## config.mk

```make
export PLATFORM = sky130hd
export DESIGN_NAME = gap_tolerant_event_aggregator_unit
export DESIGN_NICKNAME = d
export VERILOG_FILES = /design/src/rtl/core/gtea_pkg.sv /design/src/rtl/core/gtea_in_reg.sv /design/src/rtl/core/gtea_core.sv /design/src/rtl/core/gap_tolerant_event_aggregator_unit.sv
export VERILOG_INCLUDE_DIRS = /design/src /design/src/rtl/core
export SDC_FILE = /design/constraint.sdc
export NUM_CORES = 1
export LEC_CHECK = 0
export BUFFER_PORTS_ARGS = -buffer_cell sky130_fd_sc_hd__buf_4
export CORE_ASPECT_RATIO = 1.5
export CORE_MARGIN = 3
export CORE_UTILIZATION = 51
export CTS_BUF_LIST = sky130_fd_sc_hd__clkbuf_16
export DETAILED_ROUTE_END_ITERATION = 10
export GPL_TIMING_DRIVEN = 0
export PLACE_DENSITY = 0.86
export SYNTH_ARGS = -nofsm -noshare
export SYNTH_HDL_FRONTEND = slang
export SYNTH_SLANG_ARGS = --single-unit
export TNS_END_PERCENT = 10
```

## constraint.sdc

```tcl
create_clock -name aclk -period 5.3 [get_ports aclk]
set_input_delay 1.06 -clock aclk [delete_from_list [all_inputs] [get_ports aclk]]
set_output_delay 1.06 -clock aclk [all_outputs]
set_load 0.005 [all_outputs]
```

## src/rtl/core/gap_tolerant_event_aggregator_unit_assert.svh

```systemverilog
// assertion macros for the event aggregator
`ifndef GAP_TOLERANT_EVENT_AGGREGATOR_UNIT_ASSERT_SVH
`define GAP_TOLERANT_EVENT_AGGREGATOR_UNIT_ASSERT_SVH

// same-cycle implication, off while reset is asserted
`define GTEA_ASSERT_IMP(label, clk, rstn, ante, cons) \
    label: assert property (@(posedge clk) disable iff (!(rstn)) (ante) |-> (cons)) \
        else $error("gtea assertion failed");

// next-cycle implication, checked during reset as well
`define GTEA_ASSERT_AFTER(label, clk, ante, cons) \
    label: assert property (@(posedge clk) (ante) |=> (cons)) \
        else $error("gtea assertion failed");

`endif

```

## src/rtl/core/gtea_pkg.sv

```systemverilog
// shared types and constants of the event aggregator
package gtea_pkg;

    localparam int HIT_BITS   = 16;
    localparam int CLASS_W    = 8;
    localparam int TIME_W     = 32;
    localparam int GAP_W      = 9;
    localparam int MAX_GAP_W  = 8;
    localparam int MIN_HITS_W = 16;
    localparam int HIT_OUT_W  = 16;
    localparam int CNT_W      = 32;
    localparam int CFG_IDX_W  = 2;
    localparam int CFG_DATA_W = 16;
    localparam int S_TDATA_W  = 40;
    localparam int M_TDATA_W  = 152;

    localparam logic [HIT_BITS-1:0]   HIT_MAX = '1;
    localparam logic [CNT_W-1:0]      CNT_MAX = '1;
    localparam logic [GAP_W-1:0]      GAP_LIMIT = GAP_W'(256);
    localparam logic [CLASS_W-1:0]    TARGET_CLASS_RST = '0;
    localparam logic [MAX_GAP_W-1:0]  MAX_GAP_RST = MAX_GAP_W'(2);
    localparam logic [MIN_HITS_W-1:0] MIN_HITS_RST = MIN_HITS_W'(3);

    typedef enum logic [CFG_IDX_W-1:0] {
        CFG_TARGET_CLASS = 2'd0,
        CFG_MAX_GAP      = 2'd1,
        CFG_MIN_HITS     = 2'd2
    } cfg_index_t;

    typedef enum logic {
        CMD_WINDOW = 1'b0,
        CMD_FLUSH  = 1'b1
    } cmd_t;

    // request held in the input register
    typedef struct packed {
        logic               valid;
        logic               cmd;
        logic [CLASS_W-1:0] class_label;
        logic [TIME_W-1:0]  time_ms;
    } item_t;

    // one reported event
    typedef struct packed {
        logic [CLASS_W-1:0]   event_class_out;
        logic [TIME_W-1:0]    first_hit_ms;
        logic [TIME_W-1:0]    end_ms;
        logic [HIT_OUT_W-1:0] hit_total;
        logic [CNT_W-1:0]     events_reported;
        logic [CNT_W-1:0]     windows_seen;
    } result_t;

    // event tracker status, watched by the assertions
    typedef struct packed {
        logic                evt_open;
        logic [GAP_W-1:0]    gap_count;
        logic [HIT_BITS-1:0] hit_count;
    } status_t;

endpackage

```

## src/rtl/core/gtea_in_reg.sv

```systemverilog
// input register stage of the event aggregator
module gtea_in_reg
    import gtea_pkg::*;
(
    input  logic               aclk,
    input  logic               aresetn,
    input  logic               s_valid,
    output logic               s_ready,
    input  logic               cmd,
    input  logic [CLASS_W-1:0] class_label,
    input  logic [TIME_W-1:0]  time_ms,
    input  logic               advance,
    output item_t              item
);

    logic               valid_reg;
    logic               cmd_reg;
    logic [CLASS_W-1:0] class_reg;
    logic [TIME_W-1:0]  time_reg;

    // free when empty or when the held request moves on this cycle
    assign s_ready = !valid_reg || advance;

    always_ff @(posedge aclk) begin
        if (!aresetn) begin
            valid_reg <= 1'b0;
        end else if (s_ready) begin
            valid_reg <= s_valid;
        end
    end

    always_ff @(posedge aclk) begin
        if (s_ready && s_valid) begin
            cmd_reg   <= cmd;
            class_reg <= class_label;
            time_reg  <= time_ms;
        end
    end

    assign item = '{valid: valid_reg, cmd: cmd_reg, class_label: class_reg,
                    time_ms: time_reg};

endmodule

```

## src/rtl/core/gtea_core.sv

```systemverilog
// event tracking state, configuration registers and result register
module gtea_core
    import gtea_pkg::*;
(
    input  logic                  aclk,
    input  logic                  aresetn,
    input  logic                  cfg_valid,
    input  logic [CFG_IDX_W-1:0]  cfg_index,
    input  logic [CFG_DATA_W-1:0] cfg_data,
    input  item_t                 item,
    output logic                  advance,
    output logic                  m_valid,
    input  logic                  m_ready,
    output result_t               result,
    output status_t               status
);

    logic [CLASS_W-1:0]    target_class_reg;
    logic [MAX_GAP_W-1:0]  max_gap_reg;
    logic [MIN_HITS_W-1:0] min_hits_reg;

    logic                evt_open_reg,  evt_open_next;
    logic [GAP_W-1:0]    gap_count_reg, gap_count_next;
    logic [HIT_BITS-1:0] hit_count_reg, hit_count_next;
    logic [TIME_W-1:0]   start_reg,     start_next;
    logic [TIME_W-1:0]   last_hit_reg,  last_hit_next;
    logic [CNT_W-1:0]    event_cnt_reg, event_cnt_next;
    logic [CNT_W-1:0]    window_cnt_reg, window_cnt_next;

    logic    m_valid_reg;
    result_t result_reg, result_next;
    logic    report;

    logic                close_event;
    logic [GAP_W-1:0]    gap_inc;
    logic [HIT_BITS-1:0] hit_base;

    // the held request moves on when the result register is free or drains
    assign advance = item.valid && (!m_valid_reg || m_ready);

    always_ff @(posedge aclk) begin
        if (!aresetn) begin
            target_class_reg <= TARGET_CLASS_RST;
            max_gap_reg      <= MAX_GAP_RST;
            min_hits_reg     <= MIN_HITS_RST;
        end else if (cfg_valid) begin
            unique case (cfg_index)
                CFG_TARGET_CLASS: target_class_reg <= cfg_data[CLASS_W-1:0];
                CFG_MAX_GAP:      max_gap_reg      <= cfg_data[MAX_GAP_W-1:0];
                CFG_MIN_HITS:     min_hits_reg     <= cfg_data[MIN_HITS_W-1:0];
                default: begin
                end
            endcase
        end
    end

    always_comb begin
        evt_open_next   = evt_open_reg;
        gap_count_next  = gap_count_reg;
        hit_count_next  = hit_count_reg;
        start_next      = start_reg;
        last_hit_next   = last_hit_reg;
        event_cnt_next  = event_cnt_reg;
        window_cnt_next = window_cnt_reg;
        close_event     = 1'b0;
        report          = 1'b0;
        gap_inc         = gap_count_reg + GAP_W'(1);
        hit_base        = hit_count_reg;

        if (advance) begin
            if (item.cmd == CMD_FLUSH) begin
                close_event = evt_open_reg;
            end else begin
                window_cnt_next = window_cnt_reg + CNT_W'(1);
                if (item.class_label != target_class_reg) begin
                    if (evt_open_reg) begin
                        gap_count_next = gap_inc;
                        close_event    = gap_inc > GAP_W'(max_gap_reg);
                    end
                end else begin
                    if (!evt_open_reg) begin
                        evt_open_next = 1'b1;
                        start_next    = item.time_ms;
                        hit_base      = '0;
                    end
                    hit_count_next = (hit_base < HIT_MAX) ? hit_base + HIT_BITS'(1)
                                                          : hit_base;
                    gap_count_next = '0;
                    last_hit_next  = item.time_ms;
                end
            end

            if (close_event) begin
                evt_open_next  = 1'b0;
                hit_count_next = '0;
                gap_count_next = '0;
                if (CNT_W'(hit_count_reg) >= CNT_W'(min_hits_reg)) begin
                    report = 1'b1;
                    if (event_cnt_reg != CNT_MAX) begin
                        event_cnt_next = event_cnt_reg + CNT_W'(1);
                    end
                end
            end
        end

        result_next = '{event_class_out: target_class_reg,
                        first_hit_ms:    start_reg,
                        end_ms:          last_hit_reg,
                        hit_total:       HIT_OUT_W'(hit_count_reg),
                        events_reported: event_cnt_next,
                        windows_seen:    window_cnt_next};
    end

    always_ff @(posedge aclk) begin
        if (!aresetn) begin
            evt_open_reg   <= 1'b0;
            gap_count_reg  <= '0;
            hit_count_reg  <= '0;
            start_reg      <= '0;
            last_hit_reg   <= '0;
            event_cnt_reg  <= '0;
            window_cnt_reg <= '0;
            m_valid_reg    <= 1'b0;
        end else begin
            evt_open_reg   <= evt_open_next;
            gap_count_reg  <= gap_count_next;
            hit_count_reg  <= hit_count_next;
            start_reg      <= start_next;
            last_hit_reg   <= last_hit_next;
            event_cnt_reg  <= event_cnt_next;
            window_cnt_reg <= window_cnt_next;
            if (advance) begin
                m_valid_reg <= report;
            end else if (m_ready) begin
                m_valid_reg <= 1'b0;
            end
        end
    end

    always_ff @(posedge aclk) begin
        if (advance && report) begin
            result_reg <= result_next;
        end
    end

    assign m_valid = m_valid_reg;
    assign result  = result_reg;
    assign status  = '{evt_open: evt_open_reg, gap_count: gap_count_reg,
                       hit_count: hit_count_reg};

endmodule

```

## src/rtl/core/gap_tolerant_event_aggregator_unit.sv

```systemverilog
// Gap-tolerant event aggregator: top level.
//
// The s_ channel takes one request per classified window (tuser = 0) or a
// flush (tuser = 1). Windows of the target class open or extend an event;
// other windows inside an event count as gap windows, and once more than
// max_gap of them follow the last hit the event closes. A flush closes any
// open event. A closed event with at least min_hits hits comes out on the
// m_ channel as one result; all other requests give no result.
// The cfg_ channel writes target_class (index 0), max_gap (1) and min_hits
// (2); the user must write them only while the block is idle, which the
// block does not enforce. Other indexes are dropped. cfg_ready is always high.
// A request accepted into the input register is decided as it moves on into
// the event state, and a result is registered into the result register that
// drives m_tvalid. Throughput is one request per cycle while the receiver
// keeps up, set by the single event state update between the two registers.
// When the receiver stalls, the input register still takes one more request
// and s_tready drops only while both the input and result registers are full.
// Reset clears the event state, both counters and both valid flags, and
// restores the register defaults (class 0, max gap 2, min hits 3).
`include "gap_tolerant_event_aggregator_unit_assert.svh"

module gap_tolerant_event_aggregator_unit
    import gtea_pkg::*;
(
    input  logic                  aclk,
    input  logic                  aresetn,
    // window request channel
    input  logic                  s_tvalid,
    output logic                  s_tready,
    input  logic [S_TDATA_W-1:0]  s_tdata,   // class_label[7:0], time_ms[39:8]
    input  logic                  s_tuser,   // cmd[0]
    // event result channel
    output logic                  m_tvalid,
    input  logic                  m_tready,
    // event_class_out[7:0], first hit time[39:8], end_ms[71:40], hit_total[87:72],
    // events_reported[119:88], windows_seen[151:120]
    output logic [M_TDATA_W-1:0]  m_tdata,
    // configuration write channel
    input  logic                  cfg_valid,
    output logic                  cfg_ready,
    input  logic [CFG_IDX_W-1:0]  cfg_index,
    input  logic [CFG_DATA_W-1:0] cfg_data
);

    item_t   item;
    logic    advance;
    result_t result;
    status_t status;
    logic    tracker_clear;

    // register writes never stall
    assign cfg_ready = 1'b1;

    // input register: holds one request while the result side is stalled
    gtea_in_reg u_in_reg (
        .aclk        (aclk),
        .aresetn     (aresetn),
        .s_valid     (s_tvalid),
        .s_ready     (s_tready),
        .cmd         (s_tuser),
        .class_label (s_tdata[CLASS_W-1:0]),
        .time_ms     (s_tdata[CLASS_W +: TIME_W]),
        .advance     (advance),
        .item        (item)
    );

    // event state update and result register
    gtea_core u_core (
        .aclk      (aclk),
        .aresetn   (aresetn),
        .cfg_valid (cfg_valid),
        .cfg_index (cfg_index),
        .cfg_data  (cfg_data),
        .item      (item),
        .advance   (advance),
        .m_valid   (m_tvalid),
        .m_ready   (m_tready),
        .result    (result),
        .status    (status)
    );

    // result fields packed from the lowest bit up
    assign m_tdata = {result.windows_seen, result.events_reported, result.hit_total,
                      result.end_ms, result.first_hit_ms, result.event_class_out};

    // gap and hit counts both back at zero
    assign tracker_clear = (status.gap_count == '0) && (status.hit_count == '0);

    // no event open means nothing left over from the last one
    `GTEA_ASSERT_IMP(a_idle_clear, aclk, aresetn, !status.evt_open, tracker_clear)
    // an open event always holds at least its opening hit
    `GTEA_ASSERT_IMP(a_open_has_hit, aclk, aresetn, status.evt_open, status.hit_count != '0)
    // a reported event is always counted
    `GTEA_ASSERT_IMP(a_report_counted, aclk, aresetn, m_tvalid, result.events_reported != '0)
    // reset leaves both registers empty
    `GTEA_ASSERT_AFTER(a_reset_empty, aclk, !aresetn, !m_tvalid && s_tready)

endmodule

```

# --- After elaboration in Yosys (flattened, before gate mapping) ---
# Index checks and enable logic that the tools add are counted.
op_classes:
  eq_ne: 7
  n_lt_le_gt_ge: 3
  n_reduce_logical: 16
  bitwise_logic: 3
  addsub: 4
  mux: 30
ops:
  columns: ["cell", "n"]
  rows:
  - ["32-bit two-way mux", 6]
  - ["16-bit two-way mux", 8]
  - ["32-bit by 1-bit adder with 32-bit output (second input constant)", 2]
  - ["9-bit two-way mux", 4]
  - ["32-bit inequality test (second input constant)", 1]
  - ["16-bit by 1-bit adder with 16-bit output (second input constant)", 1]
  - ["16-bit >= comparator", 1]
  - ["16-bit < comparator (second input constant)", 1]
  - ["1-bit two-way mux", 12]
  - ["9-bit by 1-bit adder with 9-bit output (second input constant)", 1]
  - ["9-bit by 8-bit greater-than comparator with 1-bit output", 1]
  - ["3-bit AND reduction", 3]
  - ["8-bit inequality test", 1]
  - ["2-bit AND reduction", 3]
  - ["4-bit AND reduction", 1]
  - ["1-bit logical AND", 3]
  - ["3-bit by 2-bit inequality test with 1-bit output (second input constant)", 1]
  - ["1-bit NOT", 3]
  - ["2-bit by 1-bit == test with 1-bit output (second input constant)", 1]
  - ["2-bit == test (second input constant)", 1]
  - ["1-bit logical NOT", 2]
  - ["2-bit logical NOT", 1]
  - ["1-bit logical OR", 2]
  - ["2-bit by 1-bit inequality test with 1-bit output (second input constant)", 1]
  - ["2 further kinds", 2]
totals:
  regBits: 381
  output_inout_bits: 155
  word_cells: 84
  in_bits: 64

# --- Longest topological paths before layout ---
# Gate-level depths: netlist (run 1).
depth:
  word_depth: 9
  mapped_depth: 13
  ltp_nobuf: 12

# --- Cells and area by module ---
# A second synthesis (run 1) with hierarchy kept.
hier_totals:
  hier_cells: 1288
  hier_area_um2: 14739.1
modules_own_cells:
  columns: ["module", "n_inst", "area_each_um2", "seq_area_each_um2", "cells_per_inst"]
  rows:
  - ["gtea_core", 1, 13424.1, 8308.0, 1238]
  - ["gtea_in_reg", 1, 1303.8, 1251.2, 48]
  - ["gap_tolerant_event_aggregator_unit", 1, 11.3, 0.0, 2]

# --- Worst setup path after synthesis (run 1) ---
# Ideal clock, no wire load.
synth_timing:
  path_kind: "reg-to-reg"
  from: "register u_core.gap_count_reg[2]"
  to: "register u_core.result_reg (netlist bit u_core.result[0]) (enable)"
  n_path_buf: 0
  path_stages_with_launch: 12
  required_time_ns: 4.796
  arrival_ns: 5.092
  setup_time_ns: 0.504
  synth_period_minus_slack_ns: 5.596
  path_slack_ns: -0.296
  path_cell_list: "dfxtp_1 > and3_1 > and3_1 > nand3_1 > xnor2_1 > ha_1 > nand4_1 > o221ai_1 > o21bai_1 > a21boi_1 > nand2_1 > inv_1"
synth_via:
  elab_chain_cells: 9
synth_rtl:
  columns: ["item", "line_no", "source"]
  rows:
  - ["start: declaration", "gtea_core.sv:23", "logic [GAP_W-1:0] gap_count_reg, gap_count_next;"]
  - ["start signal: assignment", "gtea_core.sv:126", "gap_count_reg <= gap_count_next;"]
  - ["9-bit by 1-bit adder with 9-bit output", "gtea_core.sv:67", "gap_inc = gap_count_reg + GAP_W'(1);"]
  - ["9-bit by 8-bit greater-than comparator with 1-bit output", "gtea_core.sv:78", "close_event = gap_inc > GAP_W'(max_gap_reg);"]
  - ["1-bit two-way mux", "gtea_core.sv:76", "if (evt_open_reg) begin"]
  - ["1-bit two-way mux", "gtea_core.sv:75", "if (item.class_label != target_class_reg) begin"]
  - ["1-bit two-way mux", "gtea_core.sv:71", "if (item.cmd == CMD_FLUSH) begin"]
  - ["1-bit two-way mux", "gtea_core.sv:70", "if (advance) begin"]
  - ["1-bit two-way mux", "gtea_core.sv:93", "if (close_event) begin"]
  - ["1-bit two-way mux", "gtea_core.sv:70", null]
  - ["1-bit logical AND", "gtea_core.sv:141", "if (advance && report) begin"]
  - ["end signal: assignment", "gtea_core.sv:142", "result_reg <= result_next;"]
  - ["end: declaration", "gtea_core.sv:31", "result_t result_reg, result_next;"]
# Every way passes these cells. The select of a mux whose other input is x is not followed.
# A chain may end at the register's enable or synchronous reset.

# --- Final worst setup path (run 1) ---
layout_timing:
  from: "register u_core.gap_count_reg[2]"
  to: "register u_core.result_reg (netlist bit u_core.result[100]) (enable)"
# The elaborated chain is that of the path after synthesis.

==> run_results.csv, run 1 <==
group,metric,value,unit
run_status,outcome,"completed",
clock_tree,cts.clk_slew.worst_paths,70,ps
routing,num_vias,10381,
floorplan,die-area,0.0306,mm2
global_route,grt_pass1_vias,10428,
floorplan,initial_core_util,51.9,%
place,hpwl,24500,um
place,port_buffers,216,
floorplan,die-width,144,um
layout,drive_gt1_share,19.1,%
sta,tns,0,ps
floorplan,ioPinCount,219,
sta,rsz0062_at_grt,"false",
yosys,synth_area_leaders,"edfxtp_1 40%, dfxtp_1 26%, nand2_1 5.6%",
sta,hold_viol_final,0,
place,dp_slack,701,ps
clock_tree,cts.sinks,381,
layout,final_area,0.0179,mm2
critical_path,cp-end-kind,"register",
yosys,synthCells,1267,
sta,setup_violations,0,
critical_path,max_stage_delay,630,ps
global_route,grt_usage,22.2,%
sta,setup_ws,713,ps
yosys,synth.most_common_cell,"nand2_1",
critical_path,path_max_fanout,40,
layout,syn_to_final_growth,22.9,%
layout,n_fill_cell,2119,
layout,fin_cells,1899,
critical_path,path_cells,"and3_1, and3_1, nand3_1, xnor2_1, ha_1, nand4_1, o221ai_1, o21bai_1, a21boi_1, nand2_1, clkinvlp_4, buf_12, buf_12, buf_12",
yosys,yosysTopAreaCellShare,39.8,%
yosys,synthArstFlopShare,0,%
clock_tree,cts-root-buf,"clkbuf_16",
critical_path,cp-start-kind,"register",
critical_path,worstPathArrival,4810,ps
clock_tree,clkLatencyLatePin,530,ps
global_route,grt_pass1_wl,54000,um
yosys,avgSynthCellArea,11.5,um2
routing,wire_per_inst,18.0,um
min_path,hold_path.class,"reg2reg",
routing,final_antenna_net_count,0,
global_route,grt_max_degree,41,
critical_path,crit_slowest_cell,"a21boi_1",
yosys,synth_cell_types,63,
critical_path,cpLargestDelayFamily,"buffers and inverters",
yosys,synth_edf_count,193,
critical_path,path_class,"reg2reg",
power_and_ir_drop,ir_drop,0.270,mV
clock_tree,numCtsBuffers,36,
clock_tree,clk_path_buf_depth,3,
yosys,ys_seq_elements,381,
routing,drt_iter0_markers,625,
layout,nNetsFinal,1618,
global_route,grt_overflow_total,0,
critical_path,cp_common_cell,"buf_12",
clock_tree,cts_setup_buffers,0,
routing,vias_per_cell,5.47,
sta,period_minus_slack,4590,ps
power_and_ir_drop,leakage,6.77,nW
routing,drc,0,
layout,insertedDiodeCount,0,
clock_tree,hold_buffers,0,
layout,largest_reg_flops,152,
global_route,antenna_found_initial,0,
sta,finalCritPeriodShare,86.6,%
place,dp.cells,1834,
sta,tightest_slew,868,ps
sta,report.final.slew_viol_count,0,
clock_tree,tritoncts,"done",
sta,final.setup_skew,20.6,ps
sta,fmax,218,MHz
place,place_congestion,0.903,
routing,drt-total-wl,34200,um
critical_path,path_buf_inv,4,
yosys,synth_fp_nets,1359,
floorplan,rows,75,
power_and_ir_drop,powerDensity,326,mW/mm2
clock_tree,htreeDepth,2,
floorplan,die_y,213,um
yosys,synth_flop_cell,"edfxtp_1",
power_and_ir_drop,report.power.total,5.82,mW
clock_tree,cts_resized,0,
yosys,ys_top_cells_by_count,"219 x nand2_1, 193 x edfxtp_1, 188 x dfxtp_1",
routing,drt-pass1-iter-count,7,
sta,max-slew-margin-rel,41.6,%
yosys,ys_warn_count,0,
job,drv_cap,0,
yosys,synth.largest_area_cell,"edfxtp_1",
yosys,seq_area_frac_synth,65.7,%
critical_path,cp_data_required_time,5530,ps
yosys,synth_area,0.0146,mm2
place,dpl-instance-area,0.0167,mm2
floorplan,core_area,0.0281,mm2
## per-layer routing
layer	global-route usage (%)	vias up	part of all wire (%)
met3	4.32	101	6.1
met5	0	-	0
met2	40.2	352	53
met1	25.4	4972	37
li1	-	4956	-
met4	9.29	0	3.9
## logic make-up after synthesis
logic type               synth area share, %
AO/OA/AOI/OAI                           6.19
adder cells (fa/ha/maj)                 2.41
buffers and inverters                   2.54
XOR/XNOR                                4.51
multiplexers                            1.60
other                                 0.0258
flip-flops                              65.7
AND/OR/NAND/NOR                         17.0
## report_power, final
part	switching, mW	total (mW)	internal, mW
registers	0.0205	3.13	3.11
logic	0.0792	0.137	0.0583
clock network	1.07	2.55	1.49
total	1.17	5.82	4.66
## layout by cell type (no fill, tap or decap), types with 3 or more instances in the layout
cell        synthesis  layout
o31ai_1             5       5
mux2i_1            21      21
bufinv_16           0       5
or3_1               5       5
edfxtp_1          193     193
nand4_1            28      28
nand2b_1            7       7
buf_12              0       5
nor2_1             51      51
a21oi_1            93      93
clkbuf_1           40      40
a22oi_1             4       4
a211oi_1            3       3
nand3_1            55      55
buf_1               4       4
ha_1               28      28
xnor2_1            48      48
buf_4               2     218
dfxtp_1           188     188
clkbuf_16           0      36
clkinv_2            0       5
nor4b_1             4       4
nand2_1           219     219
buf_2               6       6
nand3b_1            3       3
xor2_1             27      27
clkinvlp_4          0       3
and3_1             13      13
and2_1             63      62
nor2b_1             4       4
o21ai_0            25      25
inv_1              40      54
nor4_1             14      14
a31oi_1             7       7
nor3_1             23      23
o21a_1              3       3
## stage by stage
stage / hold WS, ps / util, %
2_1_floorplan: 408 / -
3_3_place_gp: 411 / 59.2
3_5_place_dp: 414 / 59.6
4_1_cts: 424 / 63.7
5_1_grt: 436 / 63.7
6_report: 423 / 63.7
## final cells by class
type / instances / area [um2] / share of cell area, %
well taps: 346 / 433 / 2.42
plain buffers: 53 / 215 / 1.20
clock buffers: 36 / 901 / 5.04
inverters: 41 / 158 / 0.882
clock inverters: 29 / 272 / 1.52
flip-flops and latches: 381 / 9560 / 53.5
multi-input cells: 792 / 4620 / 25.9
repair buffers: 221 / 1720 / 9.63
## path summary, 6_finish.rpt
kind	startpoint	end	slack (ps)	cells after the start
setup reg to reg	u_core.gap_count_reg[2]$_SDFFE_PN0P_	u_core.result[100]$_DFFE_PP_	710	14
hold reg to reg	u_core.start_reg[14]$_SDFFE_PN0P_	u_core.result[126]$_DFFE_PP_	420	0
setup / recovery	u_core.gap_count_reg[2]$_SDFFE_PN0P_	u_core.result[100]$_DFFE_PP_	710	14
hold / removal	u_core.start_reg[14]$_SDFFE_PN0P_	u_core.result[126]$_DFFE_PP_	420	0
No activity file was read; power rests on OpenSTA's default activity.
==> run 2, diff against run 1 <==
--- a/config.mk
+++ b/config.mk
@@ -6,12 +6,12 @@
 export SDC_FILE = /design/constraint.sdc
 export NUM_CORES = 1
 export LEC_CHECK = 0
-export BUFFER_PORTS_ARGS = -buffer_cell sky130_fd_sc_hd__buf_4
 export CORE_ASPECT_RATIO = 1.5
 export CORE_MARGIN = 3
-export CORE_UTILIZATION = 51
+export CORE_UTILIZATION = 57
 export CTS_BUF_LIST = sky130_fd_sc_hd__clkbuf_16
 export DETAILED_ROUTE_END_ITERATION = 10
+export DONT_BUFFER_PORTS = 1
 export GPL_TIMING_DRIVEN = 0
 export PLACE_DENSITY = 0.86
 export SYNTH_ARGS = -nofsm -noshare
==> constraint.sdc (replaced) <==
create_clock -name aclk -period 5.3 [get_ports aclk]
set_input_delay 0.795 -clock aclk [delete_from_list [all_inputs] [get_ports aclk]]
set_output_delay 0.795 -clock aclk [all_outputs]
set_load 0.005 [all_outputs]
==> run 2 against run 1 <==
Effect of this change: combinational power down 28%; flip-flop and latch count did not move; count of clock-buffer cells in the layout unchanged; non-clock buffer count fell by 217; via count fell by 7.1%; setup slack got worse by 110 ps; clock power down 5%; clock skew decreased by 4.2 ps; fmax shrank 2.4%; first-iteration DRC count up 13%.
==> run_results.csv, run 2 (synthesis results as in run 1) <==
group,metric,value,unit
run_status,outcome,"completed",
sta,max-slew-margin-rel,40.2,%
critical_path,path_cells,"ha_1, nand3_1, xnor2_1, ha_1, nand4_1, o221ai_1, o21bai_1, a21boi_1, nand2_1, clkinvlp_4, buf_12, buf_12, buf_12",
critical_path,cp-end-kind,"register",
power_and_ir_drop,ir_drop,0.343,mV
floorplan,die_y,202,um
min_path,min_delay_path_depth,0,
routing,drt-pass1-iter-count,6,
layout,syn_to_final_growth,11.1,%
place,dp_slack,594,ps
clock_tree,numCtsBuffers,35,
critical_path,cp_common_cell,"buf_12",
critical_path,path_class,"reg2reg",
global_route,grt_overflow_total,0,
routing,drt_iter0_markers,706,
layout,n_fill_cell,1840,
power_and_ir_drop,powerDensity,349,mW/mm2
clock_tree,cts.clk_slew.worst_paths,70,ps
sta,report.final.slew_viol_count,0,
critical_path,worstPathArrival,4910,ps
global_route,grt_usage,23.5,%
clock_tree,cts_setup_buffers,0,
floorplan,die-area,0.0275,mm2
min_path,hp-start,"s_tdata[9]",
global_route,grt_pass1_wl,50700,um
sta,rsz0062_at_grt,"false",
place,port_buffers,0,
sta,final.setup_skew,16.4,ps
critical_path,r2r-start,"u_core.gap_count_reg[0]$_SDFFE_PN0P_",
clock_tree,cts.sinks,381,
layout,layout_commonest_cell,"nand2_1",
critical_path,max_stage_delay,600,ps
layout,final_cell_mix,"219 x nand2_1, 193 x edfxtp_1, 188 x dfxtp_1",
clock_tree,clkLatencyLatePin,530,ps
job,drv_cap,0,
global_route,grt_util_met3,6.18,%
global_route,use_met1,26.0,%
min_path,min_to,"u_in_reg.time_reg[1]$_DFFE_PP_",
clock_tree,clk_path_buf_depth,3,
routing,drt-total-wl,32500,um
routing,drc,0,
critical_path,r2r-end,"u_core.result[145]$_DFFE_PP_",
power_and_ir_drop,leakage,5.67,nW
routing,wire_per_inst,19.5,um
place,place_congestion,0.912,
clock_tree,htreeDepth,2,
global_route,busiest_layer,"met2",
sta,setup_ws,602,ps
sta,setup_violations,0,
place,hpwl,22700,um
clock_tree,tritoncts,"done",
floorplan,core_area,0.0251,mm2
clock_tree,hold_buffers,0,
critical_path,cpLargestDelayFamily,"buffers and inverters",
critical_path,cp-start-kind,"register",
routing,vias_per_cell,5.79,
clock_tree,cts_resized,0,
layout,nNetsFinal,1400,
clock_tree,cts-root-buf,"clkbuf_16",
floorplan,die-width,136,um
sta,finalCritPeriodShare,88.6,%
floorplan,ioPinCount,219,
sta,fmax,213,MHz
critical_path,crit_slowest_cell,"a21boi_1",
critical_path,path_max_fanout,44,
floorplan,rows,71,
sta,hold_viol_final,0,
floorplan,initial_core_util,57.9,%
critical_path,cp_data_required_time,5510,ps
critical_path,reg2regPathDepth,13,
global_route,antenna_found_initial,3,
min_path,hold_path.class,"in2reg",
critical_path,path_buf_inv,4,
routing,num_vias,9641,
routing,final_antenna_net_count,0,
global_route,met2_usage,41.8,%
global_route,grt_max_degree,45,
critical_path,rrSetupSlack,600,ps
layout,drive_gt1_share,5.99,%
layout,largest_reg_flops,152,
sta,period_minus_slack,4700,ps
sta,tightest_slew,889,ps
power_and_ir_drop,report.power.total,5.64,mW
global_route,grt_pass1_vias,9536,
==> run 2: changes by cell type in the layout (fill, tap and decap cells not counted), moves of 3 or more <==
cell	previous run	this run
clkinv_1	0	3
buf_4	218	2
clkinv_4	0	3
inv_1	54	49
bufinv_16	5	2
==> run 2: where the power goes <==
| group | internal [mW] | leakage [nW] | switching, mW |
|---|---|---|---|
| clock network | 1.35 | 0.587 | 1.06 |
| logic | 0.0304 | 1.69 | 0.0678 |
| registers | 3.11 | 3.39 | 0.0203 |
==> run 2: through the flow <==
stage	std cells	hold slack [ps]	area [um2]	setup TNS [ps]	util [%]
after CTS	1663	337	16200	0	64.3
after detailed placement	1599	417	15100	0	59.9
after floorplan	1267	408	14600	0	-
final	1665	361	16200	0	64.3
after global routing	1665	332	16200	0	64.3
after global placement	1595	411	15000	-151490	59.5
==> run 2: worst reg2reg max path, cell delays in order (launching register included) <==
cell	delay, ps
dfxtp_1	450
ha_1	310
nand3_1	170
xnor2_1	260
ha_1	320
nand4_1	140
o221ai_1	110
o21bai_1	240
a21boi_1	600
nand2_1	280
clkinvlp_4	570
buf_12	330
buf_12	280
buf_12	270
==> run 2: metal layers <==
layer	wire [um]	part of all wire, %
met3	2280	7.0
met5	20	0.061
met1	11700	36
met2	17200	53
met4	1330	4.1
==> run 2: area by class of cell <==
class,instances,area [um2],share of cell area [%]
Clock buffer,36,901,5.57
Buffer,53,215,1.33
Antenna cell,2,5.00,0.0310
Timing Repair Buffer,4,87.6,0.542
Multi-Input combinational cell,792,4620,28.6
Inverter,41,158,0.975
Tap cell,328,410,2.54
Clock inverter,28,206,1.28
Sequential cell,381,9560,59.1
==> run 2: worst max-delay path by stage <==
stage               cells after the start  slack [ps]                      endpoint                            startpoint
floorplan                              11         500    u_core.result[0]$_DFFE_PP_  u_core.gap_count_reg[2]$_SDFFE_PN0P_
global placement                       10       -1010  u_core.result[126]$_DFFE_PP_  u_core.gap_count_reg[0]$_SDFFE_PN0P_
detailed placement                     13         590  u_core.result[146]$_DFFE_PP_  u_core.gap_count_reg[0]$_SDFFE_PN0P_
CTS                                    13         560   u_core.result[87]$_DFFE_PP_  u_core.gap_count_reg[0]$_SDFFE_PN0P_
global route                           13         250   u_core.result[67]$_DFFE_PP_  u_core.gap_count_reg[0]$_SDFFE_PN0P_
finish                                 13         600  u_core.result[145]$_DFFE_PP_  u_core.gap_count_reg[0]$_SDFFE_PN0P_
==> run 3, diff against run 2 <==
--- a/config.mk
+++ b/config.mk
@@ -14,6 +14,7 @@
 export DONT_BUFFER_PORTS = 1
 export GPL_TIMING_DRIVEN = 0
 export PLACE_DENSITY = 0.86
+export RECOVER_POWER = 50
 export SYNTH_ARGS = -nofsm -noshare
 export SYNTH_HDL_FRONTEND = slang
 export SYNTH_SLANG_ARGS = --single-unit
==> run 3 against run 2 <==
Effect of this change: the run now ends with capacitance limit, slew limit left; non-clock buffer count unchanged; first-iteration DRC count fell by 0.85%; worst hold slack worse by 0.57 ps; register-to-register slack is essentially flat; largest power group unchanged.
==> run_results.csv, run 3 (synthesis results as in run 1) <==
group,metric,value,unit
layout,nNetsFinal,1400,
min_path,hold_path.class,"in2reg",
floorplan,rows,71,
global_route,grt_usage,23.5,%
routing,drt-total-wl,32500,um
critical_path,cp_common_cell,"buf_12",
clock_tree,clk_path_buf_depth,3,
clock_tree,htreeDepth,2,
floorplan,die-area,0.0275,mm2
routing,final_antenna_net_count,0,
floorplan,initial_core_util,57.9,%
clock_tree,cts_resized,0,
routing,vias_per_cell,5.77,
sta,setup_ws,603,ps
critical_path,worstPathArrival,4910,ps
sta,report.final.slew_viol_count,22,
place,dpl-instance-area,0.0151,mm2
layout,final_core_utilization,64.2,%
sta,period_minus_slack,4700,ps
critical_path,path_cells,"ha_1, nand3_1, xnor2_1, ha_1, nand4_1, o221ai_1, o21bai_1, a21boi_1, nand2_1, clkinvlp_4, buf_12, buf_12, buf_12",
clock_tree,clkLatencyLatePin,530,ps
sta,holdWs,361,ps
layout,fin_cells,1665,
clock_tree,cts_setup_buffers,0,
sta,finalCritPeriodShare,88.6,%
layout,largest_reg_flops,152,
critical_path,cp-start-kind,"register",
sta,hold_viol_final,0,
routing,wire_per_inst,19.5,um
power_and_ir_drop,powerDensity,349,mW/mm2
routing,drt_iter0_markers,700,
global_route,grt_overflow_total,0,
routing,num_vias,9610,
critical_path,path_class,"reg2reg",
sta,final.setup_skew,17.1,ps
routing,drt-pass1-iter-count,6,
layout,layout_commonest_cell,"nand2_1",
critical_path,path_max_fanout,44,
clock_tree,numCtsBuffers,35,
run_status,violations,"capacitance limit, slew limit",
floorplan,core_area,0.0251,mm2
power_and_ir_drop,ir_drop,0.343,mV
sta,setup_violations,0,
sta,max-slew-margin-rel,-8.27,%
layout,seq_area,0.00956,mm2
place,dp.cells,1599,
critical_path,cp-end-kind,"register",
layout,syn_to_final_growth,10.9,%
clock_tree,cts.sinks,381,
floorplan,die_y,202,um
global_route,grt_max_degree,45,
clock_tree,hold_buffers,0,
run_status,outcome,"finished with violations",
global_route,grt_pass1_vias,9536,
critical_path,max_stage_delay,590,ps
clock_tree,cts.clk_slew.worst_paths,60,ps
critical_path,crit_slowest_cell,"a21boi_1",
place,port_buffers,0,
place,hpwl,22700,um
layout,n_fill_cell,1843,
clock_tree,tritoncts,"done",
layout,final_cell_mix,"219 x nand2_1, 193 x edfxtp_1, 188 x dfxtp_1",
global_route,antenna_found_initial,3,
place,place_congestion,0.912,
job,drv_cap,1,
layout,multi_input_area,0.00462,mm2
sta,tns,0,ps
power_and_ir_drop,report.power.total,5.64,mW
sta,rsz0062_at_grt,"false",
critical_path,cp_data_required_time,5510,ps
layout,drive_gt1_share,5.69,%
sta,fmax,213,MHz
floorplan,ioPinCount,219,
place,dp_slack,594,ps
power_and_ir_drop,leakage,5.65,nW
floorplan,die-width,136,um
sta,tightest_slew,1620,ps
routing,drc,0,
global_route,grt_pass1_wl,50700,um
layout,final_area,0.0161,mm2
clock_tree,cts-root-buf,"clkbuf_16",
## run 3: cell count changes in the layout (fill, tap and decap cells not counted), sizes merged
cell    change
buf         -2
clkbuf      +2
## run 3: per-layer routing
layer | part of all wire [%] | track usage [%]
met1 | 36 | 26.0
met2 | 53 | 41.8
met3 | 7.0 | 6.18
met4 | 4.0 | 10.4
met5 | 0.062 | 0
## run 3: final timing paths
kind,from,to,slack (ps),cells past startpoint
worst max register to register,u_core.gap_count_reg[0]$_SDFFE_PN0P_,u_core.result[67]$_DFFE_PP_,600,13
worst max-delay path,u_core.gap_count_reg[0]$_SDFFE_PN0P_,u_core.result[67]$_DFFE_PP_,600,13
worst min register to register,u_core.start_reg[8]$_SDFFE_PN0P_,u_core.result[120]$_DFFE_PP_,420,0
worst min-delay path,s_tdata[7],u_in_reg.class_reg[7]$_DFFE_PP_,360,0
## run 3: final cells by class
class | count | area share (%)
diodes | 2 | 0.0310
plain buffers | 53 | 1.33
clock buffers | 36 | 5.58
clock inverters | 28 | 1.28
inverters | 41 | 0.977
multi-input cells | 792 | 28.6
flip-flops and latches | 381 | 59.2
well taps | 328 | 2.54
repair buffers | 4 | 0.395
## run 3: worst max-delay path: cells and delay by family (launching register included)
kind,cells,cell delay (ps)
buf+inv,4,1450
compound gates,3,930
fa+ha+maj,2,640
simple gates,3,600
flops,1,440
xor+xnor,1,260
## run 3: power by group
part	leakage [nW]	internal, mW	switching, mW	total, mW
logic	1.68	0.0283	0.0676	0.0959
registers	3.39	3.11	0.0203	3.13
clock network	0.587	1.35	1.06	2.41
total	5.65	4.49	1.15	5.64
